## src/sv/range_velocity_accel_estimator_core_assert.svh

```systemverilog
// assertion macros for the estimator core rtl
`ifndef RANGE_VELOCITY_ACCEL_ESTIMATOR_CORE_ASSERT_SVH
`define RANGE_VELOCITY_ACCEL_ESTIMATOR_CORE_ASSERT_SVH

`ifndef SYNTH

// same-cycle implication, disabled in reset
`define RVAE_ASSERT_IMPL(lbl, ante, cons, msg) \
  lbl: assert property (@(posedge clk_i) disable iff (!rst_ni) (ante) |-> (cons)) \
    else $error(msg);

// next-cycle implication, disabled in reset
`define RVAE_ASSERT_NEXT(lbl, ante, cons, msg) \
  lbl: assert property (@(posedge clk_i) disable iff (!rst_ni) (ante) |=> (cons)) \
    else $error(msg);

`else

`define RVAE_ASSERT_IMPL(lbl, ante, cons, msg)
`define RVAE_ASSERT_NEXT(lbl, ante, cons, msg)

`endif

`endif

```

## src/sv/rvae_pkg.sv

```systemverilog
package rvae_pkg;

  // field widths
  localparam int unsigned POS_W      = 20;
  localparam int unsigned SPEED_W    = 36;
  localparam int unsigned ANGLE_W    = 8;
  localparam int unsigned PERIOD_W   = 10;
  localparam int unsigned SCALE_W    = 16;
  localparam int unsigned CFG_IDX_W  = 3;
  localparam int unsigned CFG_DATA_W = 20;

  // divisor and angle numerator widths
  localparam int unsigned DIVR_W = 16;
  localparam int unsigned NUM_W  = SCALE_W + ANGLE_W;

  // default fixed-point positions
  localparam int unsigned POS_FRAC_DEF  = 16;
  localparam int unsigned RATE_FRAC_DEF = 32;

  // register reset values
  localparam logic [PERIOD_W-1:0] RST_PERIOD    = 10'd20;
  localparam logic [POS_W-1:0]    RST_FAR_LIMIT = 20'd65536;
  localparam logic [POS_W-1:0]    RST_NOISE     = 20'd655;
  localparam logic [SCALE_W-1:0]  RST_SCALE     = 16'd1000;
  localparam logic [SCALE_W-1:0]  RST_SPEED_MIN = 16'd0;
  localparam logic [SCALE_W-1:0]  RST_SPEED_MAX = 16'd100;
  localparam logic [ANGLE_W-1:0]  RST_ANGLE_MIN = 8'd0;
  localparam logic [ANGLE_W-1:0]  RST_ANGLE_MAX = 8'd180;

  // register indexes
  typedef enum logic [CFG_IDX_W-1:0] {
    CFG_PERIOD    = 3'd0,
    CFG_FAR_LIMIT = 3'd1,
    CFG_NOISE     = 3'd2,
    CFG_SCALE     = 3'd3,
    CFG_SPEED_MIN = 3'd4,
    CFG_SPEED_MAX = 3'd5,
    CFG_ANGLE_MIN = 3'd6,
    CFG_ANGLE_MAX = 3'd7
  } cfg_idx_e;

  typedef struct packed {
    logic [PERIOD_W-1:0] sample_period;
    logic [POS_W-1:0]    far_limit;
    logic [POS_W-1:0]    noise_band;
    logic [SCALE_W-1:0]  speed_scale;
    logic [SCALE_W-1:0]  speed_min;
    logic [SCALE_W-1:0]  speed_max;
    logic [ANGLE_W-1:0]  angle_min;
    logic [ANGLE_W-1:0]  angle_max;
  } cfg_t;

  // channel payloads
  typedef struct packed {
    logic [POS_W-1:0] distance;
  } in_t;

  typedef struct packed {
    logic [SPEED_W-1:0] speed;
    logic [SPEED_W-1:0] accel;
    logic [ANGLE_W-1:0] servo_angle;
    logic               angle_updated;
  } out_t;

  // divider operations
  typedef enum logic [1:0] {
    DIV_SPEED,
    DIV_ACCEL,
    DIV_ANGLE
  } div_op_e;

  typedef struct packed {
    logic    start;
    div_op_e op;
  } div_req_t;

  typedef struct packed {
    logic busy;
    logic done;
  } div_rsp_t;

endpackage

```

## src/sv/rvae_stream_if.sv

```systemverilog
interface rvae_stream_if #(
  parameter type payload_t = logic
);

  logic     valid;
  logic     ready;
  payload_t data;

  modport source (output valid, output data, input ready);
  modport sink   (input valid, input data, output ready);

endinterface

```

## src/sv/range_velocity_accel_estimator_core.sv

```systemverilog
// channel | dir | handshake       | payload
// in_i    | in  | valid / ready   | distance
// out_o   | out | valid / ready   | speed, accel, servo_angle, angle_updated
//
// a tracked sample is finished before the next one is accepted, its time set by the
// shared one-bit-per-cycle divider run for speed, accel, angle
// a forced-zero speed skips the speed division, a saturated angle skips the angle one
// the first sample after reset or a period write skips every division
// reset clears tracking state and loads register defaults; no clearing pass
// a waiting result only stalls the sequencer once the next result is ready to load

`include "range_velocity_accel_estimator_core_assert.svh"

module range_velocity_accel_estimator_core
  import rvae_pkg::*;
#(
  parameter int unsigned POS_FRAC_BITS  = POS_FRAC_DEF,
  parameter int unsigned RATE_FRAC_BITS = RATE_FRAC_DEF
) (
  input  logic                  clk_i,
  input  logic                  rst_ni,
  input  logic                  cfg_we_i,
  input  logic [CFG_IDX_W-1:0]  cfg_idx_i,
  input  logic [CFG_DATA_W-1:0] cfg_data_i,
  rvae_stream_if.sink           in_i,
  rvae_stream_if.source         out_o
);

  localparam int unsigned DVW    = POS_W + RATE_FRAC_BITS;
  localparam int unsigned HALF_W = SPEED_W / 2;
  localparam int unsigned PROD_W = SPEED_W + SCALE_W;

  typedef enum logic [3:0] {
    S_IDLE,
    S_DIFF,
    S_SPDW,
    S_ACC,
    S_ACCW,
    S_MUL0,
    S_MUL1,
    S_MAP,
    S_ANGW,
    S_FIN
  } state_e;

  state_e             state_q;
  logic               started_q;
  logic [POS_W-1:0]   dist_q;
  logic [POS_W-1:0]   last_pos_q;
  logic [SPEED_W-1:0] last_speed_q;
  logic [SPEED_W-1:0] spd_q;
  logic [SPEED_W-1:0] acc_q;
  logic [PROD_W-1:0]  prod_q;
  logic [ANGLE_W-1:0] angle_q;
  logic               upd_q;
  logic               ang_neg_q;
  logic               out_valid_q;
  out_t               out_data_q;

  cfg_t               cfg;
  logic               cfg_clr;
  div_req_t           div_req;
  div_rsp_t           div_rsp;
  logic [DVW-1:0]     div_dividend;
  logic [DIVR_W-1:0]  div_divisor;
  logic [DVW-1:0]     div_quot;

  // configuration registers
  rvae_cfg u_cfg (
    .clk_i      (clk_i),
    .rst_ni     (rst_ni),
    .cfg_we_i   (cfg_we_i),
    .cfg_idx_i  (cfg_idx_i),
    .cfg_data_i (cfg_data_i),
    .cfg_o      (cfg),
    .clr_o      (cfg_clr)
  );

  // shared iterative divider
  rvae_div #(
    .DVW (DVW)
  ) u_div (
    .clk_i      (clk_i),
    .rst_ni     (rst_ni),
    .req_i      (div_req),
    .dividend_i (div_dividend),
    .divisor_i  (div_divisor),
    .rsp_o      (div_rsp),
    .quot_o     (div_quot)
  );

  // position difference and speed gating
  logic [POS_W-1:0]    pos_diff;
  logic                spd_forced;
  logic [PERIOD_W-1:0] period_eff;

  assign pos_diff   = (dist_q > last_pos_q) ? (dist_q - last_pos_q) : (last_pos_q - dist_q);
  assign spd_forced = (dist_q > cfg.far_limit) ||
                      ((pos_diff != '0) && (pos_diff < cfg.noise_band));
  assign period_eff = (cfg.sample_period == '0) ? PERIOD_W'(1) : cfg.sample_period;

  // speed quotient with fraction realignment and saturation
  logic [DVW-1:0]     spd_shift;
  logic               spd_sat;
  logic [SPEED_W-1:0] spd_new;

  assign spd_shift = div_quot >> POS_FRAC_BITS;
  assign spd_sat   = (spd_shift >> SPEED_W) != '0;
  assign spd_new   = spd_sat ? '1 : spd_shift[SPEED_W-1:0];

  // speed difference for acceleration
  logic [SPEED_W-1:0] spd_diff;

  assign spd_diff = (spd_q > last_speed_q) ? (spd_q - last_speed_q) : (last_speed_q - spd_q);

  // split speed times scale, one half per cycle
  logic [HALF_W-1:0]         mul_a;
  logic [HALF_W+SCALE_W-1:0] mul_p;

  assign mul_a = (state_q == S_MUL0) ? spd_q[HALF_W-1:0] : spd_q[SPEED_W-1:HALF_W];
  assign mul_p = mul_a * cfg.speed_scale;

  // servo mapping decisions and numerator
  logic [PROD_W-1:0]  scaled;
  logic               above_max;
  logic               below_min;
  logic               range_empty;
  logic               map_linear;
  logic [SCALE_W-1:0] spd_off;
  logic [ANGLE_W:0]   ang_diff;
  logic [ANGLE_W:0]   ang_diff_neg;
  logic [ANGLE_W-1:0] ang_mag;
  logic [NUM_W-1:0]   ang_num;

  assign scaled       = prod_q >> RATE_FRAC_BITS;
  assign above_max    = scaled > PROD_W'(cfg.speed_max);
  assign below_min    = scaled < PROD_W'(cfg.speed_min);
  assign range_empty  = cfg.speed_max <= cfg.speed_min;
  assign map_linear   = !above_max && !below_min && !range_empty;
  assign spd_off      = scaled[SCALE_W-1:0] - cfg.speed_min;
  assign ang_diff     = {1'b0, cfg.angle_max} - {1'b0, cfg.angle_min};
  assign ang_diff_neg = '0 - ang_diff;
  assign ang_mag      = ang_diff[ANGLE_W] ? ang_diff_neg[ANGLE_W-1:0] : ang_diff[ANGLE_W-1:0];
  assign ang_num      = spd_off * ang_mag;

  // signed quotient applied to the minimum angle, modulo 256
  logic [ANGLE_W-1:0] ang_q;
  logic [ANGLE_W-1:0] ang_q_neg;
  logic [ANGLE_W-1:0] ang_new;

  assign ang_q     = div_quot[ANGLE_W-1:0];
  assign ang_q_neg = '0 - ang_q;
  assign ang_new   = cfg.angle_min + (ang_neg_q ? ang_q_neg : ang_q);

  // divider requests
  always_comb begin
    div_req.start = 1'b0;
    div_req.op    = DIV_SPEED;
    div_dividend  = {pos_diff, {RATE_FRAC_BITS{1'b0}}};
    div_divisor   = DIVR_W'(period_eff);
    unique case (state_q)
      S_DIFF: begin
        div_req.start = started_q && !spd_forced;
      end
      S_ACC: begin
        div_req.start = 1'b1;
        div_req.op    = DIV_ACCEL;
        div_dividend  = DVW'(spd_diff);
      end
      S_MAP: begin
        div_req.start = map_linear;
        div_req.op    = DIV_ANGLE;
        div_dividend  = DVW'(ang_num);
        div_divisor   = cfg.speed_max - cfg.speed_min;
      end
      default: begin
      end
    endcase
  end

  logic out_free;

  assign out_free = !out_valid_q || out_o.ready;

  // sequencer, datapath and output register
  always_ff @(posedge clk_i or negedge rst_ni) begin
    if (!rst_ni) begin
      state_q      <= S_IDLE;
      started_q    <= 1'b0;
      dist_q       <= '0;
      last_pos_q   <= '0;
      last_speed_q <= '0;
      spd_q        <= '0;
      acc_q        <= '0;
      prod_q       <= '0;
      angle_q      <= '0;
      upd_q        <= 1'b0;
      ang_neg_q    <= 1'b0;
      out_valid_q  <= 1'b0;
      out_data_q   <= '0;
    end else begin
      if (out_valid_q && out_o.ready && (state_q != S_FIN)) begin
        out_valid_q <= 1'b0;
      end
      unique case (state_q)
        S_IDLE: begin
          if (in_i.valid) begin
            dist_q  <= in_i.data.distance;
            state_q <= S_DIFF;
          end
        end
        S_DIFF: begin
          if (!started_q) begin
            spd_q   <= '0;
            acc_q   <= '0;
            upd_q   <= 1'b0;
            state_q <= S_FIN;
          end else if (spd_forced) begin
            spd_q   <= '0;
            upd_q   <= 1'b1;
            state_q <= S_ACC;
          end else begin
            upd_q   <= 1'b1;
            state_q <= S_SPDW;
          end
        end
        S_SPDW: begin
          if (div_rsp.done) begin
            spd_q   <= spd_new;
            state_q <= S_ACC;
          end
        end
        S_ACC: begin
          state_q <= S_ACCW;
        end
        S_ACCW: begin
          if (div_rsp.done) begin
            acc_q   <= div_quot[SPEED_W-1:0];
            state_q <= S_MUL0;
          end
        end
        S_MUL0: begin
          prod_q  <= PROD_W'(mul_p);
          state_q <= S_MUL1;
        end
        S_MUL1: begin
          prod_q  <= prod_q + (PROD_W'(mul_p) << HALF_W);
          state_q <= S_MAP;
        end
        S_MAP: begin
          ang_neg_q <= ang_diff[ANGLE_W];
          priority if (above_max) begin
            angle_q <= cfg.angle_max;
            state_q <= S_FIN;
          end else if (!map_linear) begin
            angle_q <= cfg.angle_min;
            state_q <= S_FIN;
          end else begin
            state_q <= S_ANGW;
          end
        end
        S_ANGW: begin
          if (div_rsp.done) begin
            angle_q <= ang_new;
            state_q <= S_FIN;
          end
        end
        S_FIN: begin
          if (out_free) begin
            out_valid_q              <= 1'b1;
            out_data_q.speed         <= spd_q;
            out_data_q.accel         <= acc_q;
            out_data_q.servo_angle   <= angle_q;
            out_data_q.angle_updated <= upd_q;
            last_pos_q               <= dist_q;
            last_speed_q             <= spd_q;
            started_q                <= 1'b1;
            state_q                  <= S_IDLE;
          end
        end
      endcase
      // period write restarts tracking, angle kept
      if (cfg_clr) begin
        started_q    <= 1'b0;
        last_pos_q   <= '0;
        last_speed_q <= '0;
      end
    end
  end

  assign in_i.ready  = (state_q == S_IDLE);
  assign out_o.valid = out_valid_q;
  assign out_o.data  = out_data_q;

  // checks on sequencing
  `RVAE_ASSERT_NEXT(a_busy_after_accept, in_i.valid && in_i.ready, !in_i.ready, "ready after accept")
  `RVAE_ASSERT_IMPL(a_div_done_waited, div_rsp.done, (state_q == S_SPDW) || (state_q == S_ACCW) || (state_q == S_ANGW), "divider result not awaited")
  `RVAE_ASSERT_IMPL(a_start_when_free, div_req.start, !div_rsp.busy && !div_rsp.done, "divider restarted while busy")
  `RVAE_ASSERT_NEXT(a_fin_loads_out, (state_q == S_FIN) && out_free, out_o.valid && in_i.ready, "result not loaded")
  `RVAE_ASSERT_IMPL(a_first_zero, out_o.valid && !out_o.data.angle_updated, (out_o.data.speed == '0) && (out_o.data.accel == '0), "first sample not zero")

endmodule

```

## src/sv/rvae_cfg.sv

```systemverilog
module rvae_cfg
  import rvae_pkg::*;
(
  input  logic                  clk_i,
  input  logic                  rst_ni,
  input  logic                  cfg_we_i,
  input  logic [CFG_IDX_W-1:0]  cfg_idx_i,
  input  logic [CFG_DATA_W-1:0] cfg_data_i,
  output cfg_t                  cfg_o,
  output logic                  clr_o
);

  cfg_t cfg_q;

  // register file, write only
  always_ff @(posedge clk_i or negedge rst_ni) begin
    if (!rst_ni) begin
      cfg_q.sample_period <= RST_PERIOD;
      cfg_q.far_limit     <= RST_FAR_LIMIT;
      cfg_q.noise_band    <= RST_NOISE;
      cfg_q.speed_scale   <= RST_SCALE;
      cfg_q.speed_min     <= RST_SPEED_MIN;
      cfg_q.speed_max     <= RST_SPEED_MAX;
      cfg_q.angle_min     <= RST_ANGLE_MIN;
      cfg_q.angle_max     <= RST_ANGLE_MAX;
    end else if (cfg_we_i) begin
      unique case (cfg_idx_e'(cfg_idx_i))
        CFG_PERIOD:    cfg_q.sample_period <= cfg_data_i[PERIOD_W-1:0];
        CFG_FAR_LIMIT: cfg_q.far_limit     <= cfg_data_i[POS_W-1:0];
        CFG_NOISE:     cfg_q.noise_band    <= cfg_data_i[POS_W-1:0];
        CFG_SCALE:     cfg_q.speed_scale   <= cfg_data_i[SCALE_W-1:0];
        CFG_SPEED_MIN: cfg_q.speed_min     <= cfg_data_i[SCALE_W-1:0];
        CFG_SPEED_MAX: cfg_q.speed_max     <= cfg_data_i[SCALE_W-1:0];
        CFG_ANGLE_MIN: cfg_q.angle_min     <= cfg_data_i[ANGLE_W-1:0];
        CFG_ANGLE_MAX: cfg_q.angle_max     <= cfg_data_i[ANGLE_W-1:0];
      endcase
    end
  end

  assign cfg_o = cfg_q;

  // a period write restarts tracking
  assign clr_o = cfg_we_i && (cfg_idx_e'(cfg_idx_i) == CFG_PERIOD);

endmodule

```

## src/sv/rvae_div.sv

```systemverilog
module rvae_div
  import rvae_pkg::*;
#(
  parameter int unsigned DVW = POS_W + RATE_FRAC_DEF
) (
  input  logic              clk_i,
  input  logic              rst_ni,
  input  div_req_t          req_i,
  input  logic [DVW-1:0]    dividend_i,
  input  logic [DIVR_W-1:0] divisor_i,
  output div_rsp_t          rsp_o,
  output logic [DVW-1:0]    quot_o
);

  localparam int unsigned CNT_W = $clog2(DVW + 1);

  logic              busy_q, busy_d;
  logic              done_q, done_d;
  logic [CNT_W-1:0]  cnt_q, cnt_d;
  logic [DIVR_W-1:0] rem_q, rem_d;
  logic [DIVR_W-1:0] div_q, div_d;
  logic [DVW-1:0]    dvd_q, dvd_d;

  logic [DIVR_W:0]   trial;
  logic [DIVR_W:0]   trial_sub;
  logic              ge;

  // one restoring step: shift in next dividend bit, trial subtract
  assign trial     = {rem_q, dvd_q[DVW-1]};
  assign trial_sub = trial - {1'b0, div_q};
  assign ge        = trial >= {1'b0, div_q};

  always_comb begin
    busy_d = busy_q;
    done_d = 1'b0;
    cnt_d  = cnt_q;
    rem_d  = rem_q;
    div_d  = div_q;
    dvd_d  = dvd_q;
    if (req_i.start) begin
      // left-align the operand so only its own width is iterated
      busy_d = 1'b1;
      rem_d  = '0;
      div_d  = divisor_i;
      unique case (req_i.op)
        DIV_SPEED: begin
          dvd_d = dividend_i;
          cnt_d = CNT_W'(DVW);
        end
        DIV_ACCEL: begin
          dvd_d = dividend_i << (DVW - SPEED_W);
          cnt_d = CNT_W'(SPEED_W);
        end
        DIV_ANGLE: begin
          dvd_d = dividend_i << (DVW - NUM_W);
          cnt_d = CNT_W'(NUM_W);
        end
      endcase
    end else if (busy_q) begin
      rem_d = ge ? trial_sub[DIVR_W-1:0] : trial[DIVR_W-1:0];
      dvd_d = {dvd_q[DVW-2:0], ge};
      cnt_d = cnt_q - CNT_W'(1);
      if (cnt_q == CNT_W'(1)) begin
        busy_d = 1'b0;
        done_d = 1'b1;
      end
    end
  end

  always_ff @(posedge clk_i or negedge rst_ni) begin
    if (!rst_ni) begin
      busy_q <= 1'b0;
      done_q <= 1'b0;
      cnt_q  <= '0;
      rem_q  <= '0;
      div_q  <= '0;
      dvd_q  <= '0;
    end else begin
      busy_q <= busy_d;
      done_q <= done_d;
      cnt_q  <= cnt_d;
      rem_q  <= rem_d;
      div_q  <= div_d;
      dvd_q  <= dvd_d;
    end
  end

  assign rsp_o.busy = busy_q;
  assign rsp_o.done = done_q;
  assign quot_o     = dvd_q;

endmodule

```

## src/flat_wrapper.sv

```systemverilog
// flat-port wrapper written by rule: the top's interface ports become plain ports
module range_velocity_accel_estimator_core_flat import rvae_pkg::*;
#(
  parameter int unsigned POS_FRAC_BITS  = POS_FRAC_DEF,
  parameter int unsigned RATE_FRAC_BITS = RATE_FRAC_DEF
)
  (clk_i, rst_ni, cfg_we_i, cfg_idx_i, cfg_data_i, in_i_valid, in_i_data, in_i_ready, out_o_valid, out_o_data, out_o_ready);
  rvae_stream_if #(.payload_t(in_t)) in_i_i ();
  rvae_stream_if #(.payload_t(out_t)) out_o_i ();
  input  logic clk_i;
  input  logic rst_ni;
  input  logic cfg_we_i;
  input  logic [CFG_IDX_W-1:0] cfg_idx_i;
  input  logic [CFG_DATA_W-1:0] cfg_data_i;
  input wire logic [$bits(in_i_i.valid)-1:0] in_i_valid;
  input wire logic [$bits(in_i_i.data)-1:0] in_i_data;
  output wire logic [$bits(in_i_i.ready)-1:0] in_i_ready;
  output wire logic [$bits(out_o_i.valid)-1:0] out_o_valid;
  output wire logic [$bits(out_o_i.data)-1:0] out_o_data;
  input wire logic [$bits(out_o_i.ready)-1:0] out_o_ready;
  assign in_i_i.valid = in_i_valid;
  assign in_i_i.data = in_i_data;
  assign in_i_ready = in_i_i.ready;
  assign out_o_valid = out_o_i.valid;
  assign out_o_data = out_o_i.data;
  assign out_o_i.ready = out_o_ready;
  range_velocity_accel_estimator_core #(.POS_FRAC_BITS(POS_FRAC_BITS), .RATE_FRAC_BITS(RATE_FRAC_BITS)) u_core (.clk_i(clk_i), .rst_ni(rst_ni), .cfg_we_i(cfg_we_i), .cfg_idx_i(cfg_idx_i), .cfg_data_i(cfg_data_i), .in_i(in_i_i), .out_o(out_o_i));
endmodule
```

## config.mk

```make
export PLATFORM = sky130hd
export DESIGN_NAME = range_velocity_accel_estimator_core_flat
export DESIGN_NICKNAME = d
export VERILOG_FILES = /design/src/sv/rvae_pkg.sv /design/src/sv/rvae_stream_if.sv /design/src/sv/range_velocity_accel_estimator_core.sv /design/src/sv/rvae_cfg.sv /design/src/sv/rvae_div.sv /design/src/flat_wrapper.sv
export VERILOG_INCLUDE_DIRS = /design/src /design/src/sv
export SDC_FILE = /design/constraint.sdc
export NUM_CORES = 2
export LEC_CHECK = 0
export ABC_AREA = 0
export BUFFER_PORTS_ARGS = -buffer_cell sky130_fd_sc_hd__buf_4
export CAP_MARGIN = 20
export CORE_MARGIN = 3
export CORE_UTILIZATION = 50
export CTS_CLUSTER_SIZE = 25
export DETAILED_ROUTE_END_ITERATION = 10
export PLACE_DENSITY = 0.65
export SLEW_MARGIN = 25
export SYNTH_ARGS = -nofsm -noshare
export SYNTH_HDL_FRONTEND = slang
export SYNTH_SLANG_ARGS = --single-unit
```

## constraint.sdc

```tcl
create_clock -name clk_i -period 21.5 [get_ports clk_i]
set_input_delay 2.15 -clock clk_i [delete_from_list [all_inputs] [get_ports clk_i]]
set_output_delay 2.15 -clock clk_i [all_outputs]
set_load 0.005 [all_outputs]
```

# After elaboration in Yosys (flattened, before gate mapping)
# Index checks and enable logic that the tools add are counted.
dict set report op_classes {
  eq_ne 28
  mux 60
  mul 2
  order_cmp 8
  reduce_logical 41
  add_sub_neg 13
}
# operator n
set ops {}
lappend ops {{$mux 36} 9}
lappend ops {{$pmux 52 s2} 2}
lappend ops {{$pmux 52 s3} 1}
lappend ops {{$pmux 36 s2} 2}
lappend ops {{$mux 52} 2}
lappend ops {{$mux 20} 4}
lappend ops {{$sub 36x36->36} 2}
lappend ops {{$mux 16} 4}
lappend ops {{$add 52x52->52} 1}
lappend ops {{$sub 16x16->16} 3}
lappend ops {{$gt 20x20->1} 2}
lappend ops {{$mux 8} 5}
lappend ops {{$pmux 4 s10} 1}
lappend ops {{$sub 20x20->20} 2}
lappend ops {{$gt 36x36->1} 1}
lappend ops {{$mul 18x16->34} 1}
lappend ops {{$mux 4} 7}
lappend ops {{$mul 16x8->24} 1}
lappend ops {{$reduce_and 2->1} 11}
lappend ops {{$gt 20x16->1} 1}
lappend ops {{$lt 20x16->1} 1}
lappend ops {{$lt 20x20->1} 1}
lappend ops {{$reduce_bool 20->1} 1}
lappend ops {{$mux 18} 1}
lappend ops {{38 further kinds} 86}
dict set report totals {
  output_inout_bits 83
  ff_bits 503
}

# Longest topological paths before layout
dict set report depth {
  word_depth 9
  mapped_depth 43
}

# By module
# A second synthesis with hierarchy kept.
dict set report hier_totals {
  hier_cells 5185
  area_unflattened_um2 45861.5
}
# mod instances area_each_um2 seq_area_each_um2 cells_each
set modules_own_cells {}
lappend modules_own_cells {range_velocity_accel_estimator_core 1 35838.1 6981.7 4302}
lappend modules_own_cells {rvae_div 1 5599.1 2302.2 634}
lappend modules_own_cells {rvae_cfg 1 4424.2 2880.3 249}

# Worst setup path before layout
# OpenSTA, ideal clock, no wires.
dict set report synth_timing {
  path_kind {register to register}
  startpoint {register u_core.state_q[1]}
  endpoint {register u_core.prod_q[50]}
  t_required_ns 21.366
  arrival_time_ns 8.930
  setup_slack_ns 12.437
  path_buffers 3
  stages_incl_launch_ff 38
  synth_period_minus_slack_ns 9.063
  cell_sequence {dfrtp_1 > nand2b_1 > nor2_1 > clkbuf_1 > clkbuf_1 > nand2_1 > o21ai_0 > clkbuf_1 > nand2_1 > fa_1 > inv_1 > fa_1 > inv_1 > fa_1 > inv_1 > fa_1 > fa_1 > inv_1 > (+2 left out) > ha_1 > a2111oi_0 > o211ai_1 > a31oi_1 > a21oi_1 > a2111oi_0 > o31ai_1 > a21o_1 > a21oi_1 > xnor2_1 > ha_1 > and2_1 > a221oi_1 > nand2_1 > a21o_1 > a31oi_1 > xor2_1 > o21ai_0}
}
dict set report synth_via {
  elab_chain_len 5
}
# element line_no
set synth_lines {}
lappend synth_lines {{start, declared} range_velocity_accel_estimator_core.sv:46} ;# state_e state_q;
lappend synth_lines {{start signal, assigned} range_velocity_accel_estimator_core.sv:188} ;# state_q <= S_IDLE;
lappend synth_lines {{start signal, assigned} range_velocity_accel_estimator_core.sv:209} ;# state_q <= S_DIFF;
lappend synth_lines {{start signal, assigned} range_velocity_accel_estimator_core.sv:217} ;# state_q <= S_FIN;
lappend synth_lines {{$eq 4x3->1} {range_velocity_accel_estimator_core.sv:120, range_velocity_accel_estimator_core.sv:205}}
lappend synth_lines {{$mux 18} range_velocity_accel_estimator_core.sv:120} ;# assign mul_a = (state_q == S_MUL0) ? spd_q[HALF_W-1:0] : spd_q[SPEED_W-1:HALF_W];
lappend synth_lines {{$mul 18x16->34} range_velocity_accel_estimator_core.sv:121} ;# assign mul_p = mul_a * cfg.speed_scale;
lappend synth_lines {{$add 52x52->52} range_velocity_accel_estimator_core.sv:247} ;# prod_q <= prod_q + (PROD_W'(mul_p) << HALF_W);
lappend synth_lines {{$pmux 52 s2} range_velocity_accel_estimator_core.sv:205} ;# unique case (state_q)
lappend synth_lines {{end signal, assigned} range_velocity_accel_estimator_core.sv:243} ;# prod_q <= PROD_W'(mul_p);
lappend synth_lines {{end signal, assigned} range_velocity_accel_estimator_core.sv:247}
lappend synth_lines {{end, declared} range_velocity_accel_estimator_core.sv:53} ;# logic [PROD_W-1:0] prod_q;
# Several ways; a longest one is shown, not always the timed one.
# A chain may end at the register's enable or synchronous reset.

# Final worst setup path
dict set report layout_timing {
  startpoint {register u_core.state_q[0]}
  endpoint {register u_core.prod_q[50]}
}
# The elaborated chain is that of the path after synthesis.

==> results.ini <==
[status]
status=finished clean

[global_routing]
grt.overflow.total=0
antenna_found_initial=11
grt_pass1_wl_um=221000
grt_pass1_vias=36979
track_usage_pct=30.1
grt_max_degree=165

[place]
port_buffers=130
hpwl_um=110000
place_area_mm2=0.0478
gp_congestion=0.987

[synthesis]
synth_commonest_cells=765 x nand2_1, 650 x inv_1, 463 x dfrtp_1
async_flop_share_pct=100
synth_top_cell_area_share_pct=25.3
yosysWarnings=0
synthTopCellsByArea=dfrtp_1 25%, fa_1 14%, ha_1 12%
yosysSeqAreaShare_pct=26.6
synthesis.area_mm2=0.0457
synthCells=5169
synthFlopType=dfrtp_1
synth_edf_count=0
syn_area_per_cell_um2=8.85
synth.net_count=5954
yosysMostFrequentCell=nand2_1
synth_cell_types=89
synth_seq_cells=485
synth.largest_area_cell=dfrtp_1

[die]
die_area_mm2=0.0951
core_area_mm2=0.0903
initial_utilization_pct=50.6
ios=131
dieWidth_um=308
row_count=110
die-height_um=308

[final_layout]
antennaDiodeCount=0
multi_input_area_mm2=0.0302
fin_nets=5971
syn_to_final_growth_pct=8.96
final_area_mm2=0.0498
regArea_mm2=0.0122
layout-drive-gt1-share_pct=9.15
n_fill_cell=8272
fin_util_pct=55.2

[clock_tree]
insertion_delay_ns=0.69
cts_buffers=57
cts_tree=done
clockRootBuffer=clkbuf_16
cts.path.max_buffers=3
cts.sinks=485
path_clk_slew_ns=0.06
cts_setup_buffers=0
ctsResizeCount=0
htree_levels=2
cts_hold_buf=0

[route]
num_vias=37442
viasPerCell=5.84
met3WireLength_um=11300
firstDrtPassIters=6
met1_length_um=62700
wl_um=142000
drcViolationCount=0
postRouteAntennaNets=0
drt_iter0_markers=2807
met2_length_um=62500
top_layer_used=met5
wl_per_cell_um=22.2

[sta]
rsz0062_at_grt=no
whs_ns=0.459
tns_ns=0
setup_viol=0
max_slew_margin_pct=23.5
fin_crit_sh_pct=46.8
period_minus_slack_ns=10.06
max_freq_ghz=0.0994
worst_slew_pin_slew_ns=1.14
clock_skew_ns=0.0351
slew_violations=0
hold_violations=0

[critical_path]
timing.rr.end=u_core.prod_q[50]
crit_start=u_core.state_q[0]
critPathArrivalTime_ns=10.56
critical-path-max-stage-delay_ns=0.64
r2r_slack_ns=11.44
reg2reg_from=u_core.state_q[0]
critical_path_required_ns=22.00
critPathKind=reg -> reg
critPathSlowestCell=a2111oi_0
crit_path_frequent_cell=fa_1
reg2regPathDepth=35
cp-end-kind=flip-flop
worstSetupStartpointType=flip-flop
cp_max_fo=53

[min_path]
min_to=u_core.out_o.data[12]
hp-start=u_core.acc_q[3]
hp-class=reg -> reg
hold_depth=2

[job]
cap_violations=0

per-layer routing:
layer	up-vias	track usage, %
met1	18618	41.9
met2	1247	46.7
met3	259	6.17
li1	17316	-
met5	-	0
met4	2	10.7
layout make-up:
class                           instances  area share (%)
Multi-Input combinational cell       3801            60.7
Sequential cell                       485            24.4
Inverter                              651            4.90
Clock buffer                           77            3.19
Tap cell                             1176            2.95
Timing Repair Buffer                  190            2.91
Clock inverter                         29           0.917
how the worst max path moves through the flow:
stage | end | slack (ns) | depth (start not counted)
floorplan | u_core.prod_q[50] | 12.44 | 37
global placement | u_core.prod_q[50] | 11.50 | 34
detailed placement | u_core.prod_q[50] | 11.61 | 35
CTS | u_core.prod_q[50] | 11.52 | 35
global route | u_core.prod_q[50] | 10.77 | 35
finish | u_core.prod_q[50] | 11.44 | 35
placed cells by master (no fill, tap or decap), drive strengths merged, types with 23 or more instances in the layout:
cell,netlist,layout
mux2,106,106
nor3,58,58
inv,650,653
mux2i,147,147
xnor2,129,129
xor2,64,64
dfrtp,463,463
nor2,249,249
buf,47,190
o211ai,25,25
nand4,37,37
and2,140,140
a21o,136,136
or2,23,23
a21oi,310,310
nand2b,70,70
clkbuf,185,77
ha,421,421
nor2b,35,35
o21bai,30,30
a22o,79,79
nand3,55,55
nand2,766,766
fa,316,316
o21ai,233,233
o21a,30,30
a211oi,26,26
critical path: cells and delay by family, from the launching register on:
| family | cells | cell delay, ns |
|---|---|---|
| and+or+nand+nor | 6 | 0.99 |
| DFF | 1 | 0.61 |
| AOI/OAI and AO/OA | 13 | 3.54 |
| adders and majority gates | 8 | 3.61 |
| buffers and inverters | 6 | 0.73 |
| xor gates and xnor gates | 2 | 0.36 |
cells by family after synthesis:
| group | after synthesis | synth area share [%] |
|---|---|---|
| buffers and inverters | 883 | 7.53 |
| adders and majority gates | 737 | 25.4 |
| DFF | 485 | 26.6 |
| xor gates and xnor gates | 193 | 3.70 |
| and+or+nand+nor | 1517 | 15.1 |
| AOI/OAI and AO/OA | 1100 | 15.8 |
| muxes | 254 | 5.88 |
flip-flops by register name, indices dropped and copies added, names as in the netlist:
name,count
u_core.angle_q,8
u_core.dist_q,20
u_core.u_div.cnt_q,6
u_core.last_pos_q,20
u_core.started_q,1
u_core.out_o.valid,1
u_core.u_div.done_q,1
u_core.u_div.div_q,16
u_core.state_q,4
u_core.last_speed_q,36
u_core.u_div.busy_q,1
u_core.u_div.rem_q,16
u_core.spd_q,36
u_core.upd_q,1
u_core.u_cfg.cfg_o,114
u_core.u_div.quot_o,52
u_core.ang_neg_q,1
u_core.acc_q,36
u_core.prod_q,34
u_core.out_o.data,81
through the flow:
step | instances | setup slack (ns)
2_1_floorplan | 5169 | 12.44
3_3_place_gp | 6303 | 11.50
3_5_place_dp | 6303 | 11.61
4_1_cts | 6409 | 11.52
5_1_grt | 6409 | 10.77
6_report | 6409 | 11.44
Power is left out: the tool's default activity adds up to more than one toggle a clock period on the data nets, which glitch-free logic cannot reach.
